[config.mk]
export PLATFORM = sky130hd
export DESIGN_NAME = table_driven_mode_supervisor_top
export DESIGN_NICKNAME = d
export VERILOG_FILES = /design/src/rtl/core/tdms_pkg.sv /design/src/rtl/core/tdms_ram.sv /design/src/rtl/core/tdms_row_store.sv /design/src/rtl/core/table_driven_mode_supervisor_top.sv
export SDC_FILE = /design/constraint.sdc
export NUM_CORES = 1
export LEC_CHECK = 0
export BUFFER_PORTS_ARGS = -buffer_cell sky130_fd_sc_hd__buf_4
export CAP_MARGIN = 10
export CORE_MARGIN = 1.5
export CORE_UTILIZATION = 65
export CTS_CLUSTER_SIZE = 28
export DETAILED_ROUTE_END_ITERATION = 16
export PLACE_DENSITY = 0.84
export SETUP_SLACK_MARGIN = 0.02
export SLEW_MARGIN = 0
export SYNTH_ARGS = -nofsm -noshare
export SYNTH_HDL_FRONTEND = slang
export SYNTH_HIERARCHICAL = 1
export SYNTH_SLANG_ARGS = --single-unit
[constraint.sdc]
create_clock -name clk -period 4.1 [get_ports clk]
set_clock_uncertainty 0.15 [all_clocks]
set_input_delay 0.615 -clock clk [delete_from_list [all_inputs] [get_ports clk]]
set_output_delay 0.615 -clock clk [all_outputs]
set_load 0.02 [all_outputs]
[src/rtl/core/tdms_pkg.sv]
// Package for the table-driven mode supervisor.
// Holds sizes, mode and command codes, row types and the default row table.
// No dependencies.
package tdms_pkg;

    localparam int NUM_ROWS     = 13;
    localparam int NUM_MODES    = 5;
    localparam int DEFAULT_ROWS = 13;
    localparam int ROW_AW       = (NUM_ROWS > 1) ? $clog2(NUM_ROWS) : 1;
    localparam int MODE_W       = 3;
    localparam int MASK_W       = 5;
    localparam int NUM_W        = 4;
    localparam int CMD_W        = 3;
    localparam int STATUS_W     = 2;

    localparam logic [MASK_W-1:0] MODE_MASK = MASK_W'((1 << NUM_MODES) - 1);

    typedef logic [ROW_AW-1:0] row_idx_t;
    typedef logic [MODE_W-1:0] mode_t;

    localparam mode_t M_SAFE  = 3'd0;
    localparam mode_t M_READY = 3'd1;
    localparam mode_t M_SLEEP = 3'd2;
    localparam mode_t M_PAYA  = 3'd3;
    localparam mode_t M_PAYB  = 3'd4;

    localparam logic [MASK_W-1:0] TRIG_ANY   = 5'b11111;
    localparam logic [MASK_W-1:0] TRIG_SAFE  = 5'b00001;
    localparam logic [MASK_W-1:0] TRIG_READY = 5'b00010;
    localparam logic [MASK_W-1:0] TRIG_SLEEP = 5'b00100;
    localparam logic [MASK_W-1:0] TRIG_PAYA  = 5'b01000;
    localparam logic [MASK_W-1:0] TRIG_PAYB  = 5'b10000;

    typedef enum logic [CMD_W-1:0] {
        CMD_EVENT   = 3'd0,
        CMD_ENABLE  = 3'd1,
        CMD_DISABLE = 3'd2,
        CMD_ALLOW   = 3'd3,
        CMD_FORBID  = 3'd4,
        CMD_READ    = 3'd5
    } cmd_t;

    typedef enum logic [STATUS_W-1:0] {
        ST_OK       = 2'd0,
        ST_BAD_ROW  = 2'd1,
        ST_REFUSED  = 2'd2
    } status_t;

    typedef struct packed {
        logic              en;
        logic [MASK_W-1:0] mask;
    } row_t;

    typedef struct packed {
        logic     rd_en;
        row_idx_t rd_addr;
        logic     wr_en;
        row_idx_t wr_addr;
        row_t     wr_data;
    } row_req_t;

    function automatic logic [MASK_W-1:0] default_mask(input row_idx_t i);
        logic [MASK_W-1:0] m;
        case (int'(i))
            0:       m = TRIG_READY;
            1:       m = TRIG_READY;
            2:       m = TRIG_SLEEP;
            3:       m = TRIG_ANY;
            4:       m = TRIG_ANY;
            5:       m = TRIG_SAFE;
            6:       m = TRIG_ANY;
            7:       m = TRIG_ANY;
            8:       m = TRIG_READY;
            9:       m = TRIG_READY;
            10:      m = TRIG_PAYA;
            11:      m = TRIG_READY;
            12:      m = TRIG_PAYB;
            default: m = '0;
        endcase
        return m & MODE_MASK;
    endfunction

    function automatic mode_t default_target(input row_idx_t i);
        mode_t t;
        case (int'(i))
            5:       t = M_READY;
            9:       t = M_PAYA;
            10:      t = M_READY;
            11:      t = M_PAYB;
            12:      t = M_READY;
            default: t = M_SAFE;
        endcase
        return t;
    endfunction

    function automatic row_t default_row(input row_idx_t i);
        row_t r;
        r.en   = (int'(i) < DEFAULT_ROWS);
        r.mask = default_mask(i);
        return r;
    endfunction

endpackage

[src/rtl/core/tdms_ram.sv]
// Generic single-port-write, single-port-read RAM with registered read data.
// No dependencies.
module tdms_ram #(
    parameter int WIDTH = 8,
    parameter int DEPTH = 16,
    parameter int AW    = (DEPTH > 1) ? $clog2(DEPTH) : 1
) (
    input  logic             clk,
    input  logic             rd_en,
    input  logic [AW-1:0]    rd_addr,
    output logic [WIDTH-1:0] rd_data,
    input  logic             wr_en,
    input  logic [AW-1:0]    wr_addr,
    input  logic [WIDTH-1:0] wr_data
);

    logic [WIDTH-1:0] mem [DEPTH];
    logic [WIDTH-1:0] rd_data_reg;

    always_ff @(posedge clk)
    begin
        if (wr_en)
        begin
            mem[wr_addr] <= wr_data;
        end
        if (rd_en)
        begin
            rd_data_reg <= mem[rd_addr];
        end
    end

    assign rd_data = rd_data_reg;

endmodule

[src/rtl/core/tdms_row_store.sv]
// Transition row store: RAM of enable and mask per row, plus per-row written bits
// so that rows never written read as the default table. Uses tdms_pkg, tdms_ram.
module tdms_row_store
    import tdms_pkg::*;
(
    input  logic     clk,
    input  logic     rst_n,
    input  row_req_t req,
    output row_t     rd_row
);

    logic [NUM_ROWS-1:0] written_reg;
    logic                rd_written_reg;
    row_t                rd_dflt_reg;
    row_t                ram_q;

    tdms_ram #(
        .WIDTH ($bits(row_t)),
        .DEPTH (NUM_ROWS)
    ) u_ram (
        .clk     (clk),
        .rd_en   (req.rd_en),
        .rd_addr (req.rd_addr),
        .rd_data (ram_q),
        .wr_en   (req.wr_en),
        .wr_addr (req.wr_addr),
        .wr_data (req.wr_data)
    );

    always_ff @(posedge clk or negedge rst_n)
    begin
        if (!rst_n)
        begin
            written_reg <= '0;
        end
        else if (req.wr_en)
        begin
            written_reg[req.wr_addr] <= 1'b1;
        end
    end

    always_ff @(posedge clk)
    begin
        if (req.rd_en)
        begin
            rd_written_reg <= written_reg[req.rd_addr];
            rd_dflt_reg    <= default_row(req.rd_addr);
        end
    end

    assign rd_row = rd_written_reg ? ram_q : rd_dflt_reg;

endmodule

[src/rtl/core/table_driven_mode_supervisor_top.sv]
// Table-driven mode supervisor, top level. Uses tdms_pkg, tdms_row_store.
// A transfer reads the row; the execute step applies the command and registers the result.
// The next command is taken only after the read-modify-write of the row RAM is done.
// A held result does not block the next command transfer; only a second result stalls.
// Reset: mode is sleep; all rows read as the default table at once, no clearing pass.
module table_driven_mode_supervisor_top
    import tdms_pkg::*;
(
    input  logic                clk,
    input  logic                rst_n,
    input  logic                cmd_valid,
    output logic                cmd_ready,
    input  logic [CMD_W-1:0]    command,
    input  logic [NUM_W-1:0]    transition_number,
    input  logic [MODE_W-1:0]   mode_select,
    output logic                rsp_valid,
    input  logic                rsp_ready,
    output logic [MODE_W-1:0]   current_mode,
    output logic [STATUS_W-1:0] status,
    output logic                row_enabled,
    output logic [MASK_W-1:0]   row_trigger_mask
);

    typedef enum logic {
        S_IDLE,
        S_EXEC
    } state_t;

    state_t              state_reg, state_next;
    logic [CMD_W-1:0]    cmd_reg;
    logic                row_ok_reg;
    row_idx_t            idx_reg;
    logic [MODE_W-1:0]   sel_reg;
    mode_t               mode_reg, mode_next;
    logic                rsp_valid_reg, rsp_valid_next;
    status_t             status_reg, status_next;
    logic                row_en_reg, row_en_next;
    logic [MASK_W-1:0]   row_mask_reg, row_mask_next;

    logic                accept;
    logic                finish;
    logic                num_ok;
    row_req_t            req;
    row_t                rd_row;
    row_t                new_row;
    logic [7:0]          mask8;
    logic [7:0]          sel_bit;
    logic                sel_ok;

    assign cmd_ready = (state_reg == S_IDLE);
    assign accept    = cmd_valid && cmd_ready;
    assign num_ok    = (transition_number != '0) && (int'(transition_number) <= NUM_ROWS);
    assign finish    = (state_reg == S_EXEC) && (!rsp_valid_reg || rsp_ready);

    assign mask8   = 8'(rd_row.mask);
    assign sel_bit = 8'd1 << sel_reg;
    assign sel_ok  = int'(sel_reg) < NUM_MODES;

    tdms_row_store u_rows (
        .clk    (clk),
        .rst_n  (rst_n),
        .req    (req),
        .rd_row (rd_row)
    );

    always_comb
    begin
        new_row       = rd_row;
        mode_next     = mode_reg;
        status_next   = ST_OK;
        row_en_next   = 1'b0;
        row_mask_next = '0;
        if (!row_ok_reg)
        begin
            if (cmd_reg <= CMD_FORBID)
            begin
                status_next = ST_BAD_ROW;
            end
        end
        else
        begin
            unique case (cmd_t'(cmd_reg))
                CMD_EVENT:
                begin
                    if (rd_row.en && mask8[mode_reg])
                    begin
                        mode_next = default_target(idx_reg);
                    end
                    else
                    begin
                        status_next = ST_REFUSED;
                    end
                end
                CMD_ENABLE:  new_row.en = 1'b1;
                CMD_DISABLE: new_row.en = 1'b0;
                CMD_ALLOW:
                begin
                    if (sel_ok)
                    begin
                        new_row.mask = (rd_row.mask | sel_bit[MASK_W-1:0]) & MODE_MASK;
                    end
                end
                CMD_FORBID:
                begin
                    if (sel_ok)
                    begin
                        new_row.mask = rd_row.mask & ~sel_bit[MASK_W-1:0] & MODE_MASK;
                    end
                end
                default: ;
            endcase
            row_en_next   = new_row.en;
            row_mask_next = new_row.mask;
        end
    end

    always_comb
    begin
        req.rd_en   = accept;
        req.rd_addr = ROW_AW'(transition_number - 4'd1);
        req.wr_en   = finish && row_ok_reg
                      && (cmd_reg >= CMD_ENABLE) && (cmd_reg <= CMD_FORBID);
        req.wr_addr = idx_reg;
        req.wr_data = new_row;
    end

    always_comb
    begin
        state_next     = state_reg;
        rsp_valid_next = rsp_valid_reg && !rsp_ready;
        unique case (state_reg)
            S_IDLE:
            begin
                if (accept)
                begin
                    state_next = S_EXEC;
                end
            end
            S_EXEC:
            begin
                if (finish)
                begin
                    state_next     = S_IDLE;
                    rsp_valid_next = 1'b1;
                end
            end
            default: state_next = S_IDLE;
        endcase
    end

    always_ff @(posedge clk or negedge rst_n)
    begin
        if (!rst_n)
        begin
            state_reg     <= S_IDLE;
            mode_reg      <= M_SLEEP;
            rsp_valid_reg <= 1'b0;
            status_reg    <= ST_OK;
            row_en_reg    <= 1'b0;
            row_mask_reg  <= '0;
        end
        else
        begin
            state_reg     <= state_next;
            rsp_valid_reg <= rsp_valid_next;
            if (finish)
            begin
                mode_reg     <= mode_next;
                status_reg   <= status_next;
                row_en_reg   <= row_en_next;
                row_mask_reg <= row_mask_next;
            end
        end
    end

    always_ff @(posedge clk)
    begin
        if (accept)
        begin
            cmd_reg    <= command;
            row_ok_reg <= num_ok;
            idx_reg    <= ROW_AW'(transition_number - 4'd1);
            sel_reg    <= mode_select;
        end
    end

    assign rsp_valid        = rsp_valid_reg;
    assign current_mode     = mode_reg;
    assign status           = status_reg;
    assign row_enabled      = row_en_reg;
    assign row_trigger_mask = row_mask_reg;

`ifndef ASSERT_OFF
    a_no_back_to_back: assert property (@(posedge clk) disable iff (!rst_n)
        accept |=> !cmd_ready)
        else $error("command transfer while previous command in flight");

    a_bad_row_zero: assert property (@(posedge clk) disable iff (!rst_n)
        rsp_valid && (status == ST_BAD_ROW) |-> !row_enabled && (row_trigger_mask == '0))
        else $error("bad row status with nonzero row fields");

    a_mode_range: assert property (@(posedge clk) disable iff (!rst_n)
        int'(current_mode) < NUM_MODES)
        else $error("mode out of range");

    a_rsp_from_exec: assert property (@(posedge clk) disable iff (!rst_n)
        $rose(rsp_valid) |-> $past(state_reg == S_EXEC))
        else $error("result raised outside execute step");
`endif

endmodule
==> results of run 1 <==
-- critical path, delay by kind of cell, from the launching register on --
| family | cells | cell delay [ns] |
|---|---|---|
| buffers and inverters | 1 | 0.22 |
| AOI/OAI and AO/OA | 1 | 0.29 |
| DFF | 1 | 0.54 |
| and+or+nand+nor | 4 | 1.39 |
-- timing repair --
item,in CTS,in global routing
hold buffers,1,0
endpoints found under the setup margin,0,0
endpoints found under the hold margin,25,0
-- cell families after synthesis --
| kind of cell | synth area share, % |
|---|---|
| flip-flops | 66.2 |
| AND/OR/NAND/NOR | 8.14 |
| multiplexers | 12.8 |
| XOR/XNOR | 0.469 |
| buffers and inverters | 3.39 |
| adder cells (fa/ha/maj) | 0.669 |
| AO/OA/AOI/OAI | 8.28 |
-- synth_stat cells, drive strengths merged (2+ instances only) --
| library cell | n |
|---|---|
| dfrtp | 25 |
| o21ai | 14 |
| nor3 | 8 |
| nor2b | 3 |
| nor3b | 3 |
| a211oi | 5 |
| mux2 | 11 |
| mux2i | 10 |
| nand3 | 6 |
| clkbuf | 5 |
| or2 | 4 |
| nand2 | 17 |
| a21o | 6 |
| a21oi | 15 |
| mux4 | 21 |
| nand2b | 5 |
| a31o | 3 |
| o22ai | 8 |
| o211ai | 2 |
| o31ai | 3 |
| o21bai | 6 |
| and4bb | 2 |
| buf | 10 |
| edfxtp | 102 |
| xor2 | 2 |
| nor2 | 18 |
| a31oi | 5 |
| nand3b | 7 |
| inv | 18 |
| ha | 3 |
-- power by group --
group          switching (mW)  internal [mW]
registers               0.144           1.66
logic                   0.448          0.317
clock network           0.551           1.01
-- cells in the final DEF, fill, tap and decap left out, types with 3 or more instances in the layout --
master and n:
clkbuf_16 21, nand2b_1 5, mux4_1 6, nand3_1 6
nor3_1 8, nand2_1 17, buf_4 33, edfxtp_1 102
dfrtp_1 25, a211oi_1 5, mux2i_1 10, ha_1 3
a21o_1 4, a31o_2 3, mux4_2 15, inv_1 18
a21oi_1 15, nand3b_1 7, nor3b_1 3, or2_2 3
o21ai_1 5, o22ai_1 8, a31oi_1 5, o21bai_1 6
o31ai_1 3, nor2_1 18, o21ai_0 9, mux2_2 11
-- stage by stage --
step	hold slack (ns)	util, %	worst slack, ns
finish	0.114	78.7	1.14
global route	0.0972	78.7	0.945
floorplan	0.169	-	1.11
detailed placement	0.301	70.8	0.940
global placement	0.293	70.8	1.10
CTS	0.102	78.7	1.16
-- final cells by class --
type / instances / area share (%)
flip-flops and latches: 128 / 56.9
multi-input cells: 202 / 26.3
clock inverters: 8 / 1.25
inverters: 19 / 1.09
repair buffers: 34 / 3.95
well taps: 105 / 2.01
clock buffers: 24 / 8.53
-- routing by layer --
metal	vias to the layer above	global-route usage (%)	share of wire, %
li1	1499	-	-
met1	1710	34.6	39
met2	156	45.5	50
met3	43	9.56	7.1
met4	0	14.6	3.7
met5	-	0	0
-- path summary, 6_finish.rpt --
kind | from | end | slack, ns | cells after the start
max | cmd_reg[0] | u_rows/u_ram/mem[0][5] | 1.14 | 6
min | mode_select[0] | sel_reg[0] | 0.11 | 1
max reg2reg | cmd_reg[0] | u_rows/u_ram/mem[0][5] | 1.14 | 6
min reg2reg | u_rows/written_reg[0] | u_rows/written_reg[0] | 0.32 | 1
max in group asynchronous | rst_n | current_mode[1] | 3.09 | 2
min in group asynchronous | rst_n | row_trigger_mask[3] | 0.41 | 2
==> flow_summary.json, run 1 <==
{
  "final_area_um2": 6530,
  "ant_nets": 0,
  "place_area_um2": 5880,
  "async_reset_ff_share_pct": 20.3,
  "slowest_stage": "nor3_1",
  "leakagePower_nw": 2.45,
  "die_y_um": 95.9,
  "routedWlPerCell_um": 22.5,
  "drv_slew": 0,
  "fin_total_pwr_mw": 4.13,
  "syn_area_um2": 5610,
  "hold_viol": 0,
  "initial_core_util_pct": 67.6,
  "crit_chain": "o21ai_0 > nand2_1 > nor3_1 > buf_4 > or3b_2 > nor3_1",
  "io-pin-count": 27,
  "relSlewSlack_pct": 21.7,
  "fin_crit_sh_pct": 72.2,
  "worst_ep_arrival_time_ns": 2.96,
  "port-buffer-count": 26,
  "firstDrtPassIters": 5,
  "dp_hpwl_um": 7310,
  "register_area_um2": 3710,
  "routed_wl_um": 11700,
  "crit_required_ns": 4.10,
  "grt_pass1_wl_um": 17900,
  "post-cts-setup-buffers": 0,
  "yosysTopAreaCell": "edfxtp_1",
  "root_buffer": "clkbuf_8",
  "status": "finished clean",
  "synth_top_flop_cell": "edfxtp_1",
  "fin_crit_ns": 2.96,
  "syn2layout_area_growth_pct": 16.4,
  "core_um2": 8300,
  "antenna_found_initial": 0,
  "place_inst": 487,
  "power_density_nw_per_um2": 633,
  "critical_path.endpoint_type": "register",
  "multiInputGateArea_um2": 1710,
  "antennaDiodeCount": 0,
  "maxCapViolations": 0,
  "synth_area_per_cell_um2": 15.4,
  "cts_tree": "done",
  "grt-ovfl-total": 0,
  "dieArea_um2": 9200,
  "grt_pass1_vias": 3277,
  "yosysTopAreaCellShare_pct": 54.6,
  "stdcell_count": 520,
  "cts.path.max_buffers": 2,
  "synth.area.top_cells": "edfxtp_1 55%, dfrtp_1 11%, mux4_2 6.0%",
  "synth_edf_count": 102,
  "grt_max_degree": 28,
  "rsz0062_at_grt": "false",
  "layout.nets": 419,
  "route.vias.total": 3408,
  "synth-seq-cells": 128,
  "die-width_um": 95.9,
  "yosysSeqAreaShare_pct": 66.2,
  "rows": 33,
  "numCtsBuffers": 17,
  "largest_reg_flops": 78,
  "timing.setup.tns_ns": 0,
  "via_per_inst": 6.55,
  "worstSetupPathType": "reg -> reg",
  "track_usage_pct": 28.5,
  "gp_congestion": 0.858,
  "post_cts_resize_count": 0,
  "hold_class": "in -> reg",
  "max_freq_mhz": 338,
  "layout-drive-gt1-share_pct": 25.8,
  "syn_inst": 364,
  "synth_nets": 381,
  "cp_max_fo": 11,
  "clk_latency_ns": 0.52,
  "drt_iter0_drc": 320,
  "drc": 0,
  "yosys.cell_types.count": 55,
  "cp_common_cell": "nor3_1",
  "fillerInstances": 424,
  "h-tree-depth": 4,
  "clk_pin_slew_ns": 0.06,
  "setup_violations": 0,
  "cp_slowest_stage_delay_ns": 0.64,
  "peakVddDrop_uv": 385,
  "worst_slew_pin_slew_ns": 1.17,
  "cp-start-kind": "register",
  "cts_sinks": 128,
  "yosys_warnings": 6
}
Note: power is estimated with default switching activity, not from simulation.
==> inputs of run 2 (changes only) <==
--- a/config.mk
+++ b/config.mk
@@ -5,13 +5,14 @@
 export SDC_FILE = /design/constraint.sdc
 export NUM_CORES = 1
 export LEC_CHECK = 0
+export ABC_AREA = 1
 export BUFFER_PORTS_ARGS = -buffer_cell sky130_fd_sc_hd__buf_4
 export CAP_MARGIN = 10
 export CORE_MARGIN = 1.5
-export CORE_UTILIZATION = 65
+export CORE_UTILIZATION = 61
 export CTS_CLUSTER_SIZE = 28
 export DETAILED_ROUTE_END_ITERATION = 16
-export PLACE_DENSITY = 0.84
+export PLACE_DENSITY = 0.79
 export SETUP_SLACK_MARGIN = 0.02
 export SLEW_MARGIN = 0
 export SYNTH_ARGS = -nofsm -noshare
==> constraint.sdc (replaced) <==
create_clock -name clk -period 3.1 [get_ports clk]
set_clock_uncertainty 0.15 [all_clocks]
set_input_delay 0.465 -clock clk [delete_from_list [all_inputs] [get_ports clk]]
set_output_delay 0.465 -clock clk [all_outputs]
set_load 0.02 [all_outputs]
==> run 2 against run 1 <==
Register-to-register slack lost 0.37 ns; cell count grew 51%; global-route usage shrank 1.1 points; die area grew 13%; core utilization shrank 5.2 points; maximum frequency grew 27%; routed wire length grew 13%; combinational power grew 36%; critical path type unchanged; count of clock-buffer cells in the layout grew 2; largest power group unchanged; highest routed layer unchanged; design area grew 5.4%.
==> flow_summary.json, run 2 <==
{
  "cp_max_fo": 13,
  "setup.worst_path.end": "u_rows/u_ram/mem[2][5]",
  "syn2layout_area_growth_pct": 15.5,
  "cp_top_family": "simple AND/OR/NAND/NOR gates",
  "fin_crit_ns": 2.33,
  "crit_chain": "nand2_2 > nor3b_1 > buf_4 > nand3_1 > nor2_1",
  "drc": 0,
  "cts_tree": "done",
  "status": "finished clean",
  "maxCapViolations": 0,
  "multiInputGateArea_um2": 1700,
  "relSlewSlack_pct": 58.5,
  "antennaDiodeCount": 0,
  "grt_pass1_vias": 4259,
  "numCtsBuffers": 17,
  "drv_slew": 0,
  "register_area_um2": 3710,
  "ant_nets": 0,
  "crit-reg2reg-launch": "row_ok_reg",
  "final_common_cell": "nand2_1",
  "track_usage_pct": 27.4,
  "cp_num_buf_inv": 1,
  "timing.setup.tns_ns": 0,
  "worstHoldPathCells": 4,
  "max_freq_mhz": 429,
  "worst_slew_pin_slew_ns": 0.621,
  "r2r_cells": 5,
  "synthMostInstantiatedCell": "nand2_1",
  "grt_pass1_wl_um": 20700,
  "route.vias.total": 4414,
  "worst_ep_arrival_time_ns": 2.34,
  "fin_crit_sh_pct": 75.2,
  "yosysTopAreaCellShare_pct": 51.4,
  "yosys.cell_types.count": 37,
  "async_reset_ff_share_pct": 20.3,
  "synth_top_flop_cell": "edfxtp_1",
  "die-width_um": 102,
  "routed_wl_um": 13200,
  "grt_max_degree": 54,
  "antenna_found_initial": 0,
  "yosysSeqAreaShare_pct": 62.4,
  "largest_reg_flops": 78,
  "critical_path.endpoint_type": "register",
  "cp-start-kind": "register",
  "setup_violations": 0,
  "cts_sinks": 128,
  "synth_area_per_cell_um2": 9.96,
  "reg2reg_slack_ns": 0.77,
  "die_y_um": 102,
  "h-tree-depth": 4,
  "dp_hpwl_um": 8670,
  "dpl_worst_slack_ns": 0.698,
  "slowest_stage": "edfxtp_1",
  "gp_congestion": 0.893,
  "hold_viol": 0,
  "layout-drive-gt1-share_pct": 15.1,
  "dieArea_um2": 10400,
  "crit_required_ns": 3.11,
  "io-pin-count": 27,
  "yosys_warnings": 6,
  "final_util_pct": 73.4,
  "routedWlPerCell_um": 16.9,
  "mostFrequentLayoutCells": "155 x nand2_1, 102 x edfxtp_1, 87 x inv_1",
  "layout_setup_ws_ns": 0.770,
  "post-cts-setup-buffers": 0,
  "rr_endpoint": "u_rows/u_ram/mem[2][5]",
  "rsz0062_at_grt": "false",
  "power_density_nw_per_um2": 756,
  "synth_common_cells": "155 x nand2_1, 102 x edfxtp_1, 88 x inv_1",
  "synth.area.top_cells": "edfxtp_1 51%, dfrtp_1 11%, nand2_1 9.8%",
  "rows": 35,
  "synth_edf_count": 102,
  "layout.nets": 658,
  "synth_nets": 615,
  "synth-seq-cells": 128,
  "cp_slowest_stage_delay_ns": 0.61,
  "peakVddDrop_uv": 562,
  "yosysTopAreaCell": "edfxtp_1",
  "worstSetupPathDepth": 5,
  "clk_pin_slew_ns": 0.06,
  "root_buffer": "clkbuf_8",
  "syn_area_um2": 5960,
  "worstSetupPathType": "reg -> reg",
  "core_um2": 9370,
  "clk_latency_ns": 0.52,
  "port-buffer-count": 26,
  "via_per_inst": 5.64,
  "cp-startpoint": "row_ok_reg",
  "leakagePower_nw": 3.01,
  "cts.path.max_buffers": 2,
  "grt-ovfl-total": 0,
  "fillerInstances": 626,
  "hold_class": "in -> reg",
  "firstDrtPassIters": 6,
  "drt_iter0_drc": 383,
  "syn_inst": 598,
  "initial_core_util_pct": 63.6
}
-- run 2: cell types whose count changed in the layout (fill, tap and decap cells not counted), moves of 11 or more --
cell and delta:
a21oi_1 -11, nand2_1 +138, nand3_1 +59, o21ai_1 +13, mux4_2 -15, nor2_1 +24, inv_1 +69
-- run 2: worst min path at each step --
stage | start | to | slack, ns
global placement | rst_n | rsp_valid | 0.24
global route | rsp_ready | rsp_valid | 0.09
CTS | rsp_ready | rsp_valid | 0.05
floorplan | rst_n | current_mode[0] | 0.02
detailed placement | rst_n | rsp_valid | 0.24
finish | rsp_ready | rsp_valid | 0.07
-- run 2: layout make-up --
cell class                 instances  area share, %
tap                              129           2.35
inverter                          98           5.49
multi-input combinational        352           24.7
sequential                       128           54.0
clock buffer                      26           7.87
timing repair buffer              44           5.05
clock inverter                     6          0.600
-- run 2: routing by layer --
metal	global-route usage, %	vias up	wire, µm
met3	7.59	52	1300
li1	-	2059	-
met1	35.1	2043	5210
met2	43.4	260	6320
met4	13.8	0	379
met5	0	-	0
-- run 2: kinds of logic (layout without fill, tap and decap cells) --
kind of cell               after synthesis  after routing  synth area share, %
and+or+nand+nor                        285            285                 20.6
DFF                                    128            128                 62.4
buffers and inverters                  118            174                 9.18
AOI/OAI and AO/OA                       56             56                 5.76
muxes                                    6              6                 1.13
adders and majority gates                3              3                0.630
xor gates and xnor gates                 2              2                0.294
-- run 2: power breakdown --
group | internal, mW | switching (mW)
clock | 1.19 | 0.689
combinational | 0.337 | 0.705
sequential | 2.15 | 0.130
-- run 2: stage by stage --
step	std cells	cell area [µm²]	hold WS, ns	power, mW
2_1_floorplan	598	5960	0.0194	2.95
5_1_grt	783	6880	0.0858	5.42
3_5_place_dp	744	6230	0.243	3.33
3_3_place_gp	744	6230	0.239	3.29
4_1_cts	783	6880	0.0546	5.22
6_report	783	6880	0.0719	5.21
-- run 2: what timing repair did --
item / in CTS / in global routing
resized for setup: 0 / 0
hold buffers: 7 / 0
endpoints found under the hold margin: 32 / 0
-- run 2: worst min-delay path: stages --
cell     delay [ns]
buf_4          0.08
inv_1          0.06
nand2_1        0.06
nand2_1        0.04
==> inputs of run 3 (changes only) <==
==> constraint.sdc (replaced) <==
create_clock -name clk -period 2.2 [get_ports clk]
set_clock_uncertainty 0.15 [all_clocks]
set_input_delay 0.33 -clock clk [delete_from_list [all_inputs] [get_ports clk]]
set_output_delay 0.33 -clock clk [all_outputs]
set_load 0.02 [all_outputs]
==> run 3 against run 2 <==
Sequential share of layout area is 1.5 points lower; design area is 2.9% higher; via count is 1.2% higher; first-iteration DRC count is 26% higher; sequential power is 40% higher; flip-flop and latch count stayed put; worst hold slack worse by 0.021 ns; critical path type is now in -> reg; highest routed layer unchanged.
==> flow_summary.json, run 3 (synthesis results as in run 2) <==
{
  "status": "finished clean",
  "timing.setup.tns_ns": 0,
  "route.vias.total": 4468,
  "cts_tree": "done",
  "worstSetupPathType": "in -> reg",
  "post-cts-setup-buffers": 0,
  "fin_crit_ns": 2.12,
  "cp_max_fo": 8,
  "ant_nets": 0,
  "port-buffer-count": 26,
  "multiInputGateArea_um2": 1720,
  "io-pin-count": 27,
  "layout.nets": 680,
  "die_y_um": 102,
  "antennaDiodeCount": 0,
  "drv_slew": 0,
  "antenna_found_initial": 0,
  "hold_viol": 0,
  "power_density_nw_per_um2": 1060,
  "grt_max_degree": 54,
  "clk_pin_slew_ns": 0.06,
  "cp-start-kind": "primary input",
  "crit_required_ns": 2.29,
  "initial_core_util_pct": 63.6,
  "firstDrtPassIters": 5,
  "drc": 0,
  "cts.path.max_buffers": 2,
  "layout-drive-gt1-share_pct": 18.5,
  "peakVddDrop_uv": 570,
  "drt_iter0_drc": 484,
  "maxCapViolations": 0,
  "h-tree-depth": 4,
  "critical_path.endpoint_type": "register",
  "wl_met3_um": 1110,
  "die-width_um": 102,
  "core_um2": 9370,
  "numCtsBuffers": 17,
  "highest_layer": "met4",
  "dp_hpwl_um": 8990,
  "dr_wl_met2_um": 6670,
  "worst_slew_pin_slew_ns": 0.425,
  "grt_pass1_vias": 4372,
  "place_inst": 764,
  "fillerInstances": 615,
  "grt_pass1_wl_um": 21900,
  "mostFrequentLayoutCells": "155 x nand2_1, 102 x edfxtp_1, 87 x inv_1",
  "rsz0062_at_grt": "true",
  "gp_congestion": 0.935,
  "cts_sinks": 128,
  "register_area_um2": 3710,
  "final_common_cell": "nand2_1",
  "hold_class": "in -> reg",
  "largest_reg_flops": 78,
  "fin_crit_sh_pct": 96.5,
  "routed_wl_um": 13700,
  "clk_latency_ns": 0.53,
  "via_per_inst": 5.55,
  "grt-ovfl-total": 0,
  "root_buffer": "clkbuf_8",
  "rows": 35,
  "worst_ep_arrival_time_ns": 2.21,
  "max_freq_mhz": 471,
  "leakagePower_nw": 3.11,
  "routedWlPerCell_um": 17.1,
  "relSlewSlack_pct": 71.6,
  "final_util_pct": 75.6,
  "dieArea_um2": 10400,
  "setup_violations": 0,
  "stdcell_count": 805,
  "wirelength_met1_um": 5530,
  "track_usage_pct": 28.9,
  "syn2layout_area_growth_pct": 18.9
}
[run 3: changes by cell type in the layout (fill, tap and decap cells not counted), moves of 3 or more]
cell	delta
clkbuf_8	-3
clkinvlp_4	+3
buf_4	+19
bufinv_16	+3
clkbuf_16	-3
clkbuf_1	-3
[run 3: timing repair]
action / CTS / global route
resized for setup: 0 / 4
endpoints found under the setup margin: 0 / 36
hold endpoints to repair: 34 / 0
hold buffers: 9 / 0
[run 3: worst max-delay path: stages]
cell           delay (ns)
dlygate4sd3_1        0.54
buf_4                0.10
inv_1                0.06
a21oi_4              0.16
nand2_2              0.11
nor3b_2              0.18
buf_4                0.20
nand3_1              0.19
nor2_1               0.16
buf_4                0.17
[run 3: worst paths after layout]
| path | from | cells past startpoint | slack [ns] | end |
|---|---|---|---|---|
| worst max register to register | rsp_valid | 7 | 0.12 | u_rows/u_ram/mem[9][2] |
| worst min-delay path | transition_number[2] | 3 | 0.05 | row_ok_reg |
| max in group asynchronous | rst_n | 2 | 1.48 | current_mode[1] |
| worst min register to register | u_rows/written_reg[4] | 2 | 0.32 | u_rows/written_reg[4] |
| min in group asynchronous | rst_n | 2 | 0.12 | state_reg |
| worst max-delay path | rsp_ready | 10 | 0.08 | u_rows/u_ram/mem[9][2] |
[run 3: per-stage QoR]
| step | area [µm²] | setup slack [ns] | hold WS, ns | power (mW) |
|---|---|---|---|---|
| after CTS | 7070 | 0.0790 | 0.0413 | 7.49 |
| after detailed placement | 6400 | 0.0429 | 0.108 | 4.74 |
| final | 7090 | 0.0776 | 0.0514 | 7.49 |
| after global placement | 6400 | 0.160 | 0.104 | 4.67 |
| after floorplan | 5960 | 0.0988 | -0.116 | 4.17 |
| after global routing | 7090 | 0.0104 | 0.0722 | 7.80 |
[run 3: where the power goes]
part | switching [mW] | internal (mW)
clock network | 1.02 | 1.71
logic | 1.03 | 0.520
registers | 0.171 | 3.03
total | 2.23 | 5.27
[run 3: routing by layer]
| layer | vias up | GRT usage, % |
|---|---|---|
| met5 | - | 0 |
| met4 | 0 | 13.0 |
| met3 | 44 | 8.07 |
| met2 | 246 | 45.9 |
| met1 | 2080 | 37.5 |
| li1 | 2098 | - |
[run 3: final cells by class]
cell class / count / share of cell area, %
multi-input combinational: 352 / 24.2
sequential: 128 / 52.4
clock buffer: 17 / 5.84
inverter: 98 / 5.33
timing repair buffer: 66 / 7.49
clock inverter: 15 / 2.38
tap: 129 / 2.28
